==> src/rds_pkg.sv <==
// ----------------------------------------------------------------------------
// rds_pkg
// Shared types and constants for the RPN digit stack evaluator.
// ----------------------------------------------------------------------------
package rds_pkg;

  localparam int STACK_DEPTH_DEF = 64;
  localparam int DATA_W          = 32;

  localparam logic [7:0] CH_ZERO  = 8'h30;
  localparam logic [7:0] CH_NINE  = 8'h39;
  localparam logic [7:0] CH_PLUS  = 8'h2B;
  localparam logic [7:0] CH_MINUS = 8'h2D;
  localparam logic [7:0] CH_STAR  = 8'h2A;
  localparam logic [7:0] CH_SLASH = 8'h2F;
  localparam logic [7:0] CH_SPACE = 8'h20;

  typedef enum logic [2:0] {
    STAT_OK    = 3'd0,
    STAT_UNDER = 3'd1,
    STAT_FULL  = 3'd2,
    STAT_DIVZ  = 3'd3,
    STAT_EMPTY = 3'd4
  } status_t;

  typedef enum logic [2:0] {
    OP_NOP,
    OP_PUSH,
    OP_ADD,
    OP_SUB,
    OP_MUL,
    OP_DIV
  } op_t;

  typedef struct packed {
    op_t        op;
    logic [3:0] digit;
    logic       last;
  } cmd_t;

  typedef enum logic [1:0] {
    BK_IDLE,
    BK_READ,
    BK_EXEC,
    BK_DIV
  } bk_state_t;

endpackage

==> src/rds_ram.sv <==
// ----------------------------------------------------------------------------
// rds_ram
// Generic single-write, single-read RAM with registered read data.
// ----------------------------------------------------------------------------
module rds_ram #(
  parameter int WIDTH = rds_pkg::DATA_W,
  parameter int DEPTH = rds_pkg::STACK_DEPTH_DEF
) (
  input  logic                     clk,
  input  logic                     we,
  input  logic [$clog2(DEPTH)-1:0] waddr,
  input  logic [WIDTH-1:0]         wdata,
  input  logic [$clog2(DEPTH)-1:0] raddr,
  output logic [WIDTH-1:0]         rdata
);

  logic [WIDTH-1:0] mem_r [DEPTH];
  logic [WIDTH-1:0] rdata_r;

  always_ff @(posedge clk) begin
    if (we) begin
      mem_r[waddr] <= wdata;
    end
    rdata_r <= mem_r[raddr];
  end

  assign rdata = rdata_r;

endmodule

==> src/rds_div.sv <==
// ----------------------------------------------------------------------------
// rds_div
// 32-bit signed divider, truncating toward zero, one quotient bit per cycle.
// ----------------------------------------------------------------------------
module rds_div (
  input  logic        clk,
  input  logic        rst_n,
  input  logic        start,
  input  logic [31:0] dividend,
  input  logic [31:0] divisor,
  output logic        done,
  output logic [31:0] quotient
);

  logic        busy_r;
  logic        done_r;
  logic [4:0]  cnt_r;
  logic [31:0] rem_r;
  logic [31:0] quo_r;
  logic [31:0] dvs_r;
  logic        neg_r;

  logic [31:0] mag_a;
  logic [31:0] mag_b;
  logic [32:0] rem_sh;
  logic [32:0] diff;
  logic [31:0] rem_nxt;
  logic [31:0] quo_nxt;

  always_comb begin
    mag_a  = dividend[31] ? (32'd0 - dividend) : dividend;
    mag_b  = divisor[31] ? (32'd0 - divisor) : divisor;
    rem_sh = {rem_r, quo_r[31]};
    diff   = rem_sh - {1'b0, dvs_r};
    if (!diff[32]) begin
      rem_nxt = diff[31:0];
      quo_nxt = {quo_r[30:0], 1'b1};
    end else begin
      rem_nxt = rem_sh[31:0];
      quo_nxt = {quo_r[30:0], 1'b0};
    end
  end

  always_ff @(posedge clk) begin
    if (!rst_n) begin
      busy_r <= 1'b0;
      done_r <= 1'b0;
    end else begin
      done_r <= 1'b0;
      if (start) begin
        busy_r <= 1'b1;
      end else if (busy_r && cnt_r == 5'd0) begin
        busy_r <= 1'b0;
        done_r <= 1'b1;
      end
    end
  end

  always_ff @(posedge clk) begin
    if (start) begin
      quo_r <= mag_a;
      rem_r <= 32'd0;
      dvs_r <= mag_b;
      neg_r <= dividend[31] ^ divisor[31];
      cnt_r <= 5'd31;
    end else if (busy_r) begin
      rem_r <= rem_nxt;
      quo_r <= quo_nxt;
      cnt_r <= cnt_r - 5'd1;
    end
  end

  assign done     = done_r;
  assign quotient = neg_r ? (32'd0 - quo_r) : quo_r;

endmodule

==> src/rds_front.sv <==
// ----------------------------------------------------------------------------
// rds_front
// Accepts characters, classifies them into commands, and queues up to two of them.
// ----------------------------------------------------------------------------
module rds_front (
  input  logic          clk,
  input  logic          rst_n,
  input  logic          in_valid,
  output logic          in_stall,
  input  logic [7:0]    in_char_code,
  input  logic          in_last_char,
  output logic          cmd_valid,
  input  logic          cmd_ready,
  output rds_pkg::cmd_t cmd
);

  rds_pkg::cmd_t cls;
  rds_pkg::cmd_t fifo_r [2];
  logic          wptr_r;
  logic          rptr_r;
  logic [1:0]    cnt_r;
  logic          push;
  logic          pop;

  always_comb begin
    cls.digit = in_char_code[3:0];
    cls.last  = in_last_char;
    if (in_char_code >= rds_pkg::CH_ZERO && in_char_code <= rds_pkg::CH_NINE) begin
      cls.op = rds_pkg::OP_PUSH;
    end else begin
      unique case (in_char_code)
        rds_pkg::CH_PLUS:  cls.op = rds_pkg::OP_ADD;
        rds_pkg::CH_MINUS: cls.op = rds_pkg::OP_SUB;
        rds_pkg::CH_STAR:  cls.op = rds_pkg::OP_MUL;
        rds_pkg::CH_SLASH: cls.op = rds_pkg::OP_DIV;
        rds_pkg::CH_SPACE: cls.op = rds_pkg::OP_NOP;
        default:           cls.op = rds_pkg::OP_NOP;
      endcase
    end
  end

  assign in_stall  = (cnt_r == 2'd2);
  assign cmd_valid = (cnt_r != 2'd0);
  assign cmd       = fifo_r[rptr_r];
  assign push      = in_valid && !in_stall;
  assign pop       = cmd_valid && cmd_ready;

  always_ff @(posedge clk) begin
    if (!rst_n) begin
      wptr_r <= 1'b0;
      rptr_r <= 1'b0;
      cnt_r  <= 2'd0;
    end else begin
      if (push) begin
        wptr_r <= ~wptr_r;
      end
      if (pop) begin
        rptr_r <= ~rptr_r;
      end
      unique case ({push, pop})
        2'b10:   cnt_r <= cnt_r + 2'd1;
        2'b01:   cnt_r <= cnt_r - 2'd1;
        default: cnt_r <= cnt_r;
      endcase
    end
  end

  always_ff @(posedge clk) begin
    if (push) begin
      fifo_r[wptr_r] <= cls;
    end
  end

endmodule

==> src/rds_back.sv <==
// ----------------------------------------------------------------------------
// rds_back
// Executes commands on the operand stack and registers one result per beat.
// Top of stack lives in a register; entries below it live in the RAM.
// ----------------------------------------------------------------------------
module rds_back #(
  parameter int STACK_DEPTH = rds_pkg::STACK_DEPTH_DEF
) (
  input  logic                clk,
  input  logic                rst_n,
  input  logic                cmd_valid,
  output logic                cmd_ready,
  input  rds_pkg::cmd_t       cmd,
  output logic                out_valid,
  input  logic                out_stall,
  output logic signed [31:0]  out_top_value,
  output logic [2:0]          out_status,
  output logic                out_done_res
);

  localparam int LVL_W  = $clog2(STACK_DEPTH + 1);
  localparam int ADDR_W = $clog2(STACK_DEPTH);
  localparam logic [LVL_W-1:0] LVL_FULL = LVL_W'(STACK_DEPTH);
  localparam logic [LVL_W-1:0] LVL_ONE  = LVL_W'(1);
  localparam logic [LVL_W-1:0] LVL_TWO  = LVL_W'(2);

  rds_pkg::bk_state_t state_r, state_nxt;
  logic [LVL_W-1:0]   level_r, level_nxt;
  logic               err_r, err_nxt;
  logic [31:0]        top_r, top_nxt;
  rds_pkg::op_t       op_r, op_nxt;
  logic               last_r, last_nxt;
  logic               outv_r, outv_nxt;
  logic [31:0]        otop_r, otop_nxt;
  rds_pkg::status_t   ostat_r, ostat_nxt;
  logic               odone_r, odone_nxt;

  logic               take;
  logic               fin;
  logic               fin_last;
  rds_pkg::status_t   fin_stat;
  logic               we;
  logic [ADDR_W-1:0]  waddr;
  logic [ADDR_W-1:0]  raddr;
  logic [31:0]        rdata;
  logic               div_start;
  logic               div_done;
  logic [31:0]        div_q;

  rds_ram #(
    .WIDTH (rds_pkg::DATA_W),
    .DEPTH (STACK_DEPTH)
  ) u_stack (
    .clk   (clk),
    .we    (we),
    .waddr (waddr),
    .wdata (top_r),
    .raddr (raddr),
    .rdata (rdata)
  );

  rds_div u_div (
    .clk      (clk),
    .rst_n    (rst_n),
    .start    (div_start),
    .dividend (top_r),
    .divisor  (rdata),
    .done     (div_done),
    .quotient (div_q)
  );

  assign cmd_ready = (state_r == rds_pkg::BK_IDLE) && (!outv_r || !out_stall);
  assign take      = cmd_valid && cmd_ready;
  assign waddr     = ADDR_W'(level_r - LVL_ONE);
  assign raddr     = ADDR_W'(level_r - LVL_TWO);

  always_comb begin
    state_nxt = state_r;
    level_nxt = level_r;
    err_nxt   = err_r;
    top_nxt   = top_r;
    op_nxt    = op_r;
    last_nxt  = last_r;
    outv_nxt  = outv_r && out_stall;
    otop_nxt  = otop_r;
    ostat_nxt = ostat_r;
    odone_nxt = odone_r;
    we        = 1'b0;
    div_start = 1'b0;
    fin       = 1'b0;
    fin_last  = last_r;
    fin_stat  = rds_pkg::STAT_OK;

    unique case (state_r)
      rds_pkg::BK_IDLE: begin
        if (take) begin
          op_nxt   = cmd.op;
          last_nxt = cmd.last;
          fin_last = cmd.last;
          if (err_r) begin
            // character ignored while an error is latched
            fin = 1'b1;
          end else begin
            unique case (cmd.op)
              rds_pkg::OP_PUSH: begin
                fin = 1'b1;
                if (level_r == LVL_FULL) begin
                  fin_stat = rds_pkg::STAT_FULL;
                  err_nxt  = 1'b1;
                end else begin
                  we        = (level_r != '0);
                  top_nxt   = {28'd0, cmd.digit};
                  level_nxt = level_r + LVL_ONE;
                end
              end
              rds_pkg::OP_ADD, rds_pkg::OP_SUB, rds_pkg::OP_MUL, rds_pkg::OP_DIV: begin
                if (level_r < LVL_TWO) begin
                  fin      = 1'b1;
                  fin_stat = rds_pkg::STAT_UNDER;
                  err_nxt  = 1'b1;
                end else begin
                  state_nxt = rds_pkg::BK_READ;
                end
              end
              default: fin = 1'b1;
            endcase
          end
        end
      end
      rds_pkg::BK_READ: begin
        state_nxt = rds_pkg::BK_EXEC;
      end
      rds_pkg::BK_EXEC: begin
        unique case (op_r)
          rds_pkg::OP_ADD: begin
            top_nxt   = top_r + rdata;
            level_nxt = level_r - LVL_ONE;
            fin       = 1'b1;
          end
          rds_pkg::OP_SUB: begin
            top_nxt   = top_r - rdata;
            level_nxt = level_r - LVL_ONE;
            fin       = 1'b1;
          end
          rds_pkg::OP_MUL: begin
            top_nxt   = top_r * rdata;
            level_nxt = level_r - LVL_ONE;
            fin       = 1'b1;
          end
          rds_pkg::OP_DIV: begin
            if (rdata == 32'd0) begin
              fin      = 1'b1;
              fin_stat = rds_pkg::STAT_DIVZ;
              err_nxt  = 1'b1;
            end else begin
              div_start = 1'b1;
              state_nxt = rds_pkg::BK_DIV;
            end
          end
          default: fin = 1'b1;
        endcase
      end
      rds_pkg::BK_DIV: begin
        if (div_done) begin
          top_nxt   = div_q;
          level_nxt = level_r - LVL_ONE;
          fin       = 1'b1;
        end
      end
      default: state_nxt = rds_pkg::BK_IDLE;
    endcase

    if (fin) begin
      state_nxt = rds_pkg::BK_IDLE;
      outv_nxt  = 1'b1;
      otop_nxt  = (level_nxt != '0) ? top_nxt : 32'd0;
      ostat_nxt = fin_stat;
      odone_nxt = fin_last;
      if (fin_last) begin
        // err_r is still the latch as it stood before this item
        if (fin_stat == rds_pkg::STAT_OK && !err_r && level_nxt == '0) begin
          ostat_nxt = rds_pkg::STAT_EMPTY;
        end
        level_nxt = '0;
        err_nxt   = 1'b0;
      end
    end
  end

  always_ff @(posedge clk) begin
    if (!rst_n) begin
      state_r <= rds_pkg::BK_IDLE;
      level_r <= '0;
      err_r   <= 1'b0;
      outv_r  <= 1'b0;
    end else begin
      state_r <= state_nxt;
      level_r <= level_nxt;
      err_r   <= err_nxt;
      outv_r  <= outv_nxt;
    end
  end

  always_ff @(posedge clk) begin
    top_r   <= top_nxt;
    op_r    <= op_nxt;
    last_r  <= last_nxt;
    otop_r  <= otop_nxt;
    ostat_r <= ostat_nxt;
    odone_r <= odone_nxt;
  end

  assign out_valid     = outv_r;
  assign out_top_value = otop_r;
  assign out_status    = ostat_r;
  assign out_done_res  = odone_r;

endmodule

==> src/rpn_digit_stack_evaluator.sv <==
// ----------------------------------------------------------------------------
// rpn_digit_stack_evaluator
// Postfix evaluator over single-digit operands, one character per beat.
//
//   channel  direction  handshake            payload
//   in       input      in_valid / in_stall  in_char_code, in_last_char
//   out      output     out_valid/out_stall  out_top_value, out_status,
//                                            out_done_res
//
// Digits, ignored characters and underflow, full or latched-error beats finish
// in the take state of the back end. Add/sub/mul and divide by zero pass through
// take, stack RAM read and execute. Divide passes through take, read, execute and
// divider start, the bit-serial divider, then a step to pick up its done.
// A two-entry command queue keeps taking input, until it is full, while the
// back end works or a result waits on out_stall. Reset is synchronous; the stack
// RAM needs no clearing since only entries below the stack level are ever used.
// ----------------------------------------------------------------------------
module rpn_digit_stack_evaluator #(
  parameter int STACK_DEPTH = rds_pkg::STACK_DEPTH_DEF
) (
  input  logic               clk,
  input  logic               rst_n,
  input  logic               in_valid,
  output logic               in_stall,
  input  logic [7:0]         in_char_code,
  input  logic               in_last_char,
  output logic               out_valid,
  input  logic               out_stall,
  output logic signed [31:0] out_top_value,
  output logic [2:0]         out_status,
  output logic               out_done_res
);

  logic          cmd_valid;
  logic          cmd_ready;
  rds_pkg::cmd_t cmd;

  rds_front u_front (
    .clk          (clk),
    .rst_n        (rst_n),
    .in_valid     (in_valid),
    .in_stall     (in_stall),
    .in_char_code (in_char_code),
    .in_last_char (in_last_char),
    .cmd_valid    (cmd_valid),
    .cmd_ready    (cmd_ready),
    .cmd          (cmd)
  );

  rds_back #(
    .STACK_DEPTH (STACK_DEPTH)
  ) u_back (
    .clk           (clk),
    .rst_n         (rst_n),
    .cmd_valid     (cmd_valid),
    .cmd_ready     (cmd_ready),
    .cmd           (cmd),
    .out_valid     (out_valid),
    .out_stall     (out_stall),
    .out_top_value (out_top_value),
    .out_status    (out_status),
    .out_done_res  (out_done_res)
  );

endmodule

==> config.mk <==
export PLATFORM = sky130hd
export DESIGN_NAME = rpn_digit_stack_evaluator
export DESIGN_NICKNAME = d
export VERILOG_FILES = /design/src/rds_pkg.sv /design/src/rds_ram.sv /design/src/rds_div.sv /design/src/rds_front.sv /design/src/rds_back.sv /design/src/rpn_digit_stack_evaluator.sv
export SDC_FILE = /design/constraint.sdc
export NUM_CORES = 2
export LEC_CHECK = 0
export BUFFER_PORTS_ARGS = -buffer_cell sky130_fd_sc_hd__buf_2
export CAP_MARGIN = 10
export CORE_MARGIN = 4
export CORE_UTILIZATION = 60
export CTS_BUF_LIST = sky130_fd_sc_hd__clkbuf_2 sky130_fd_sc_hd__clkbuf_4 sky130_fd_sc_hd__clkbuf_8
export DETAILED_ROUTE_END_ITERATION = 7
export GPL_TIMING_DRIVEN = 0
export HOLD_SLACK_MARGIN = 0.12
export PLACE_DENSITY = 0.8
export SLEW_MARGIN = 20
export SYNTH_ARGS = -nofsm -noshare
export SYNTH_HDL_FRONTEND = slang
export SYNTH_HIERARCHICAL = 1
export SYNTH_SLANG_ARGS = --single-unit
==> constraint.sdc <==
create_clock -name clk -period 11.3 [get_ports clk]
set_input_delay 0.565 -clock clk [delete_from_list [all_inputs] [get_ports clk]]
set_output_delay 0.565 -clock clk [all_outputs]
set_load 0.02 [all_outputs]
==> run summary <==
The flow ran to the end, but the final reports show violations. The checks that failed: design-rule violations. The post-synthesis cell count is a little over 7,000. The flop-to-flop setup slack is approximately 1.3 ns. The via count of the first global-routing pass came to just over 70,000. The critical path data required time came out at 12.14 ns. The clock tree synthesis step divided the H-tree into 5 levels. The first-pass GRT wire length is 512 mm. The average size of a mapped cell came out at 15.5 um2.

The count of pins on the block boundary is between 50 and 60. The kind of cell with the highest combined delay along the critical path is adder cells. The number of nets in the layout is 8,331.

Clock latency on the worst-skew pair, taken at its later pin, is 1.14 ns. The quantity of I/O buffers inserted on ports is 50. The portion of synthesized cell area occupied by the leading cell type came out at between 50% and 60%. Counting both buffers and inverters, the worst setup path holds a total of 7.

The final-report hold violation count is 0. The largest net degree at the start of global routing came out at 69. The detailed-route via count is around 72,000.

The total global-route track usage is a little under two fifths. Summed over all nets, wire length on met3 after detailed routing comes to around 56 mm. The leakage power is 43.3 nW.

The number of DRC violations after detailed routing came out at between 90 and 100. Hold timing on the final database bottoms out at a slack of 0.289 ns. The post-route core utilization is between 60 and 70%. For this design, the slowest cell found on the critical path is sky130_fd_sc_hd__clkbuf_1. The most area-hungry cell type in the Yosys netlist is sky130_fd_sc_hd__edfxtp_1.

The startpoint identified for the worst hold timing path is in_last_char. Counting the buffers created by CTS gives between 300 and 400. The number of routed nets with antenna violations is 0.

The largest fanout of any net on the critical path is 34. The clock-pin slew reported for the worst setup and hold paths after clock tree synthesis came out at 0.06 ns. Setup repair after global routing left no endpoint under its margin.

The total of fill cells in the finished design came out at roughly 12,000. The transition at the pin with the smallest max-transition slack came out at roughly 1.3 ns. The worst path in the final design needs a cycle of 9.98 ns, including I/O delays and setup.

The flip-flop and latch area came out at 67,600 um2. The total length of routed wires came out at ~360 mm. STA classifies the critical path startpoint as a flip-flop. The routed metal-1 wire length is ~120 mm. The die extent in y is 437 um. The area enclosed by the die boundary is between 150,000 and 200,000 um2.

The flip-flop and latch count after synthesis is 2,288. The root buffer selected by CTS is sky130_fd_sc_hd__clkbuf_8. Using the TritonRoute via totals, the vias-per-cell ratio works out to between 6 and 7. The netlist uses 108 different library cells. Counting cells, the worst reg-to-reg path comes to 26. The tool flagged a number of max-cap violations equal to 0. The ratio of cells with drive above 1 in the final layout came out at between 10% and 20%. The clock tree from TritonCTS is yes.

The starting density of the core came out at between 60% and 70%. The critical path data arrival time is approximately 11 ns. The HPWL after detailed placement is between 200 and 300 mm. Once layout is done, the placed cells without fillers occupy between 100,000 and 150,000 um2. STA classifies the critical path endpoint as a flip-flop. For this run, the number of Yosys warnings is 6. The stage delay of the slowest cell on the critical path is approximately 0.96 ns. By startpoint and endpoint, the worst setup path is classified as flip-flop to flip-flop. The synthesized design contains about 2,200 enable-type register cells.

The power per unit of standard cell area is ~300 nW/um2. The final weighted congestion in routability-driven placement came out at approximately 1.0. The number of setup violations in the final report came out at 0.

The share of the clock period used by the worst path came out at 88.4%. The initial antenna violation count came out at 26. The area of the mapped netlist is approximately 110,000 um2. The worst clock skew is 0.125 ns. The uppermost metal layer occupied by signal nets is met5. The met2 wire length is 159 mm.

The clock net in this run drives a total of 2,288 sinks. The final setup TNS came out at 0 ns. The maximum achievable frequency came out at ~100 MHz. The launching point of the worst reg2reg path is u_back/top_r[7]$_DFF_P_. In this run the critical register-to-register path is captured at u_back/out_top_value[30]$_SDFFCE_PN0P_.

The area occupied by multi-input gates is just under 40,000 um2. The worst hold path terminates at u_front/fifo_r[1][0]$_DFFE_PP_. For this run, the leading register cell type out of synthesis is sky130_fd_sc_hd__edfxtp_1.

The class of the worst hold path is primary input to flip-flop. The fraction of registers with async set/reset is 0%. The placeable core area came out at ~180,000 um2. The iteration count of the initial detailed-routing pass came out at 8. The placement row count is approximately 160. In the final routed layout, each cell accounts on average for 34.8 um. The total overflow left after global routing is 0. After synthesis, flip-flops and latches occupy roughly 61% of the total area. The placed instances occupy a cell area of between 100,000 and 150,000 um2.

The DRC marker count from the first detailed-route iteration is between 10,000 and 15,000. The worst-case headroom to the max-slew limit is 9.76%. The max-slew violation total from the final report is 0. The count of buffers added by post-CTS timing repair for setup came out at 0. Yosys attributes the largest share of cell area to sky130_fd_sc_hd__edfxtp_1 (59%), sky130_fd_sc_hd__mux4_2 (9.1%), sky130_fd_sc_hd__fa_1 (7.4%).

By instance count, the cell type seen most on the critical path is sky130_fd_sc_hd__fa_1. The horizontal die dimension came out at around 440 um. The total nets after synthesis came out at 7,761. The largest buffer count on any clock path came out at 4. The worst hold path was traced through 2 stages.

The worst supply voltage drop on vdd is 0.538 mV. The area growth from synthesis to layout is 12.4%.
-- per-stage QoR --
step | setup WS [ns] | cells | total power [mW]
after detailed placement | 1.62 | 9796 | 29.1
after global routing | 1.11 | 10431 | 37.5
after floorplan | 3.00 | 7134 | 22.3
final | 1.32 | 10444 | 36.7
after global placement | -0.129 | 9648 | 28.6
after CTS | 1.60 | 10418 | 35.9
-- cells in the mapped netlist, drive strengths merged, types with 144 or more instances --
cell,count
nand2,469
mux4,446
a21oi,144
ha,204
inv,516
edfxtp,2168
mux2i,160
o21ai,175
nor2,240
fa,410
xnor2,151
clkbuf,259
and2,346
-- state kept, by name (all words and copies together), names as in the netlist, 2 cells and up, named ones only --
| name | count |
|---|---|
| u_back/u_stack/mem_r | 2048 |
| u_back/out_top_value | 32 |
| u_back/top_r | 32 |
| u_back/u_div/dvs_r | 32 |
| u_back/u_div/quo_r | 32 |
| u_back/u_div/rem_r | 32 |
| u_back/u_stack/rdata | 32 |
| u_front/fifo_r | 16 |
| u_back/level_r | 7 |
| u_back/u_div/cnt_r | 5 |
| u_back/op_r | 3 |
| u_back/out_status | 3 |
| u_back/state_r | 2 |
| u_front/cnt_r | 2 |
-- area by class of cell --
| cell class | count | area share [%] |
|---|---|---|
| diodes | 25 | 0.0504 |
| plain buffers | 390 | 1.52 |
| clock buffers | 478 | 4.74 |
| clock inverters | 131 | 0.723 |
| inverters | 517 | 1.56 |
| multi-input cells | 3939 | 31.9 |
| flip-flops and latches | 2288 | 54.5 |
| well taps | 2464 | 2.49 |
| repair buffers | 212 | 2.50 |
-- logic make-up (layout without fill, tap and decap cells) --
kind of cell    Yosys count  after routing  share of synthesized area (%)
fa+ha+maj               614            614                           9.75
flops                  2288           2288                           61.2
mux                     638            638                           10.9
buf+inv                 907           1728                           3.46
simple gates           1535           1535                           7.12
xor+xnor                244            244                           1.95
other cells               0             25                              0
compound gates          908            908                           5.65
-- layer usage --
| layer | global-route usage, % | vias up |
|---|---|---|
| met5 | 0.756 | - |
| met4 | 25.9 | 22 |
| met1 | 47.0 | 35778 |
| met2 | 55.7 | 6596 |
| met3 | 14.8 | 1582 |
| li1 | - | 28038 |
-- how the worst max path moves through the flow --
stage                                   from                                     end  slack (ns)  cells after the start
floorplan            u_back/top_r[5]$_DFF_P_  u_back/out_top_value[30]$_SDFFCE_PN0P_        3.00                     26
global placement     u_back/top_r[7]$_DFF_P_  u_back/out_top_value[30]$_SDFFCE_PN0P_       -0.13                     28
detailed placement   u_back/top_r[7]$_DFF_P_  u_back/out_top_value[30]$_SDFFCE_PN0P_        1.62                     26
CTS                  u_back/top_r[7]$_DFF_P_  u_back/out_top_value[30]$_SDFFCE_PN0P_        1.60                     26
global route        u_back/top_r[12]$_DFF_P_  u_back/out_top_value[30]$_SDFFCE_PN0P_        1.11                     28
finish               u_back/top_r[7]$_DFF_P_  u_back/out_top_value[30]$_SDFFCE_PN0P_        1.32                     26
-- worst register-to-register path, stage by stage, from the launching register on --
cell and delay, ns:
sky130_fd_sc_hd__dfxtp_4 0.69, sky130_fd_sc_hd__clkbuf_1 0.99, sky130_fd_sc_hd__clkbuf_1 0.85, sky130_fd_sc_hd__nand2_1 0.19, sky130_fd_sc_hd__fa_1 0.54, sky130_fd_sc_hd__inv_1 0.06, sky130_fd_sc_hd__fa_1 0.40, sky130_fd_sc_hd__fa_1 0.55
sky130_fd_sc_hd__inv_1 0.06, sky130_fd_sc_hd__fa_1 0.54, sky130_fd_sc_hd__inv_1 0.06, sky130_fd_sc_hd__fa_1 0.45, sky130_fd_sc_hd__ha_1 0.33, sky130_fd_sc_hd__fa_1 0.54, sky130_fd_sc_hd__inv_1 0.06, sky130_fd_sc_hd__fa_1 0.58
sky130_fd_sc_hd__inv_1 0.05, sky130_fd_sc_hd__ha_1 0.37, sky130_fd_sc_hd__o21ai_0 0.19, sky130_fd_sc_hd__nor2_1 0.19, sky130_fd_sc_hd__or3_1 0.41, sky130_fd_sc_hd__o21a_1 0.23, sky130_fd_sc_hd__o41a_1 0.41, sky130_fd_sc_hd__o21a_1 0.24
sky130_fd_sc_hd__o31ai_4 0.37, sky130_fd_sc_hd__nor2_2 0.08, sky130_fd_sc_hd__o32ai_2 0.37
-- placed cells by master, fill, tap and decap left out, types with 38 or more instances in the layout --
master	netlist	final
sky130_fd_sc_hd__nor2_1	239	183
sky130_fd_sc_hd__ha_1	204	204
sky130_fd_sc_hd__buf_2	47	97
sky130_fd_sc_hd__clkbuf_8	0	367
sky130_fd_sc_hd__mux4_2	446	446
sky130_fd_sc_hd__a22oi_1	91	91
sky130_fd_sc_hd__o22ai_1	75	75
sky130_fd_sc_hd__a21oi_1	144	144
sky130_fd_sc_hd__buf_16	0	38
sky130_fd_sc_hd__buf_12	1	62
sky130_fd_sc_hd__nand2_1	468	468
sky130_fd_sc_hd__nand2b_1	38	38
sky130_fd_sc_hd__nand4_1	57	57
sky130_fd_sc_hd__nand3_1	119	119
sky130_fd_sc_hd__fa_1	410	410
sky130_fd_sc_hd__dfxtp_1	120	88
sky130_fd_sc_hd__xor2_1	92	90
sky130_fd_sc_hd__mux2i_1	160	160
sky130_fd_sc_hd__a211oi_1	63	53
sky130_fd_sc_hd__nor2_4	0	55
sky130_fd_sc_hd__clkbuf_4	0	111
sky130_fd_sc_hd__nor2b_1	46	46
sky130_fd_sc_hd__and2_1	346	346
sky130_fd_sc_hd__nor3_1	48	38
sky130_fd_sc_hd__inv_1	513	511
sky130_fd_sc_hd__o21ai_0	165	165
sky130_fd_sc_hd__xnor2_1	151	150
sky130_fd_sc_hd__clkbuf_1	259	248
sky130_fd_sc_hd__edfxtp_1	2168	2168
sky130_fd_sc_hd__buf_4	29	59
sky130_fd_sc_hd__o31ai_1	39	39
sky130_fd_sc_hd__o221ai_1	49	49
sky130_fd_sc_hd__clkinv_1	1	75
-- timing repair --
action / in CTS / in global routing
hold buffers: 13 / 0
resized for setup: 0 / 0
endpoints found under the hold margin: 43 / 0
-- power by group --
part	internal, mW	total [mW]	switching (mW)
Combinational	6.71	19.1	12.3
Sequential	10.1	10.8	0.692
Clock	3.64	6.80	3.16
Power figures use the tool's default switching activity.
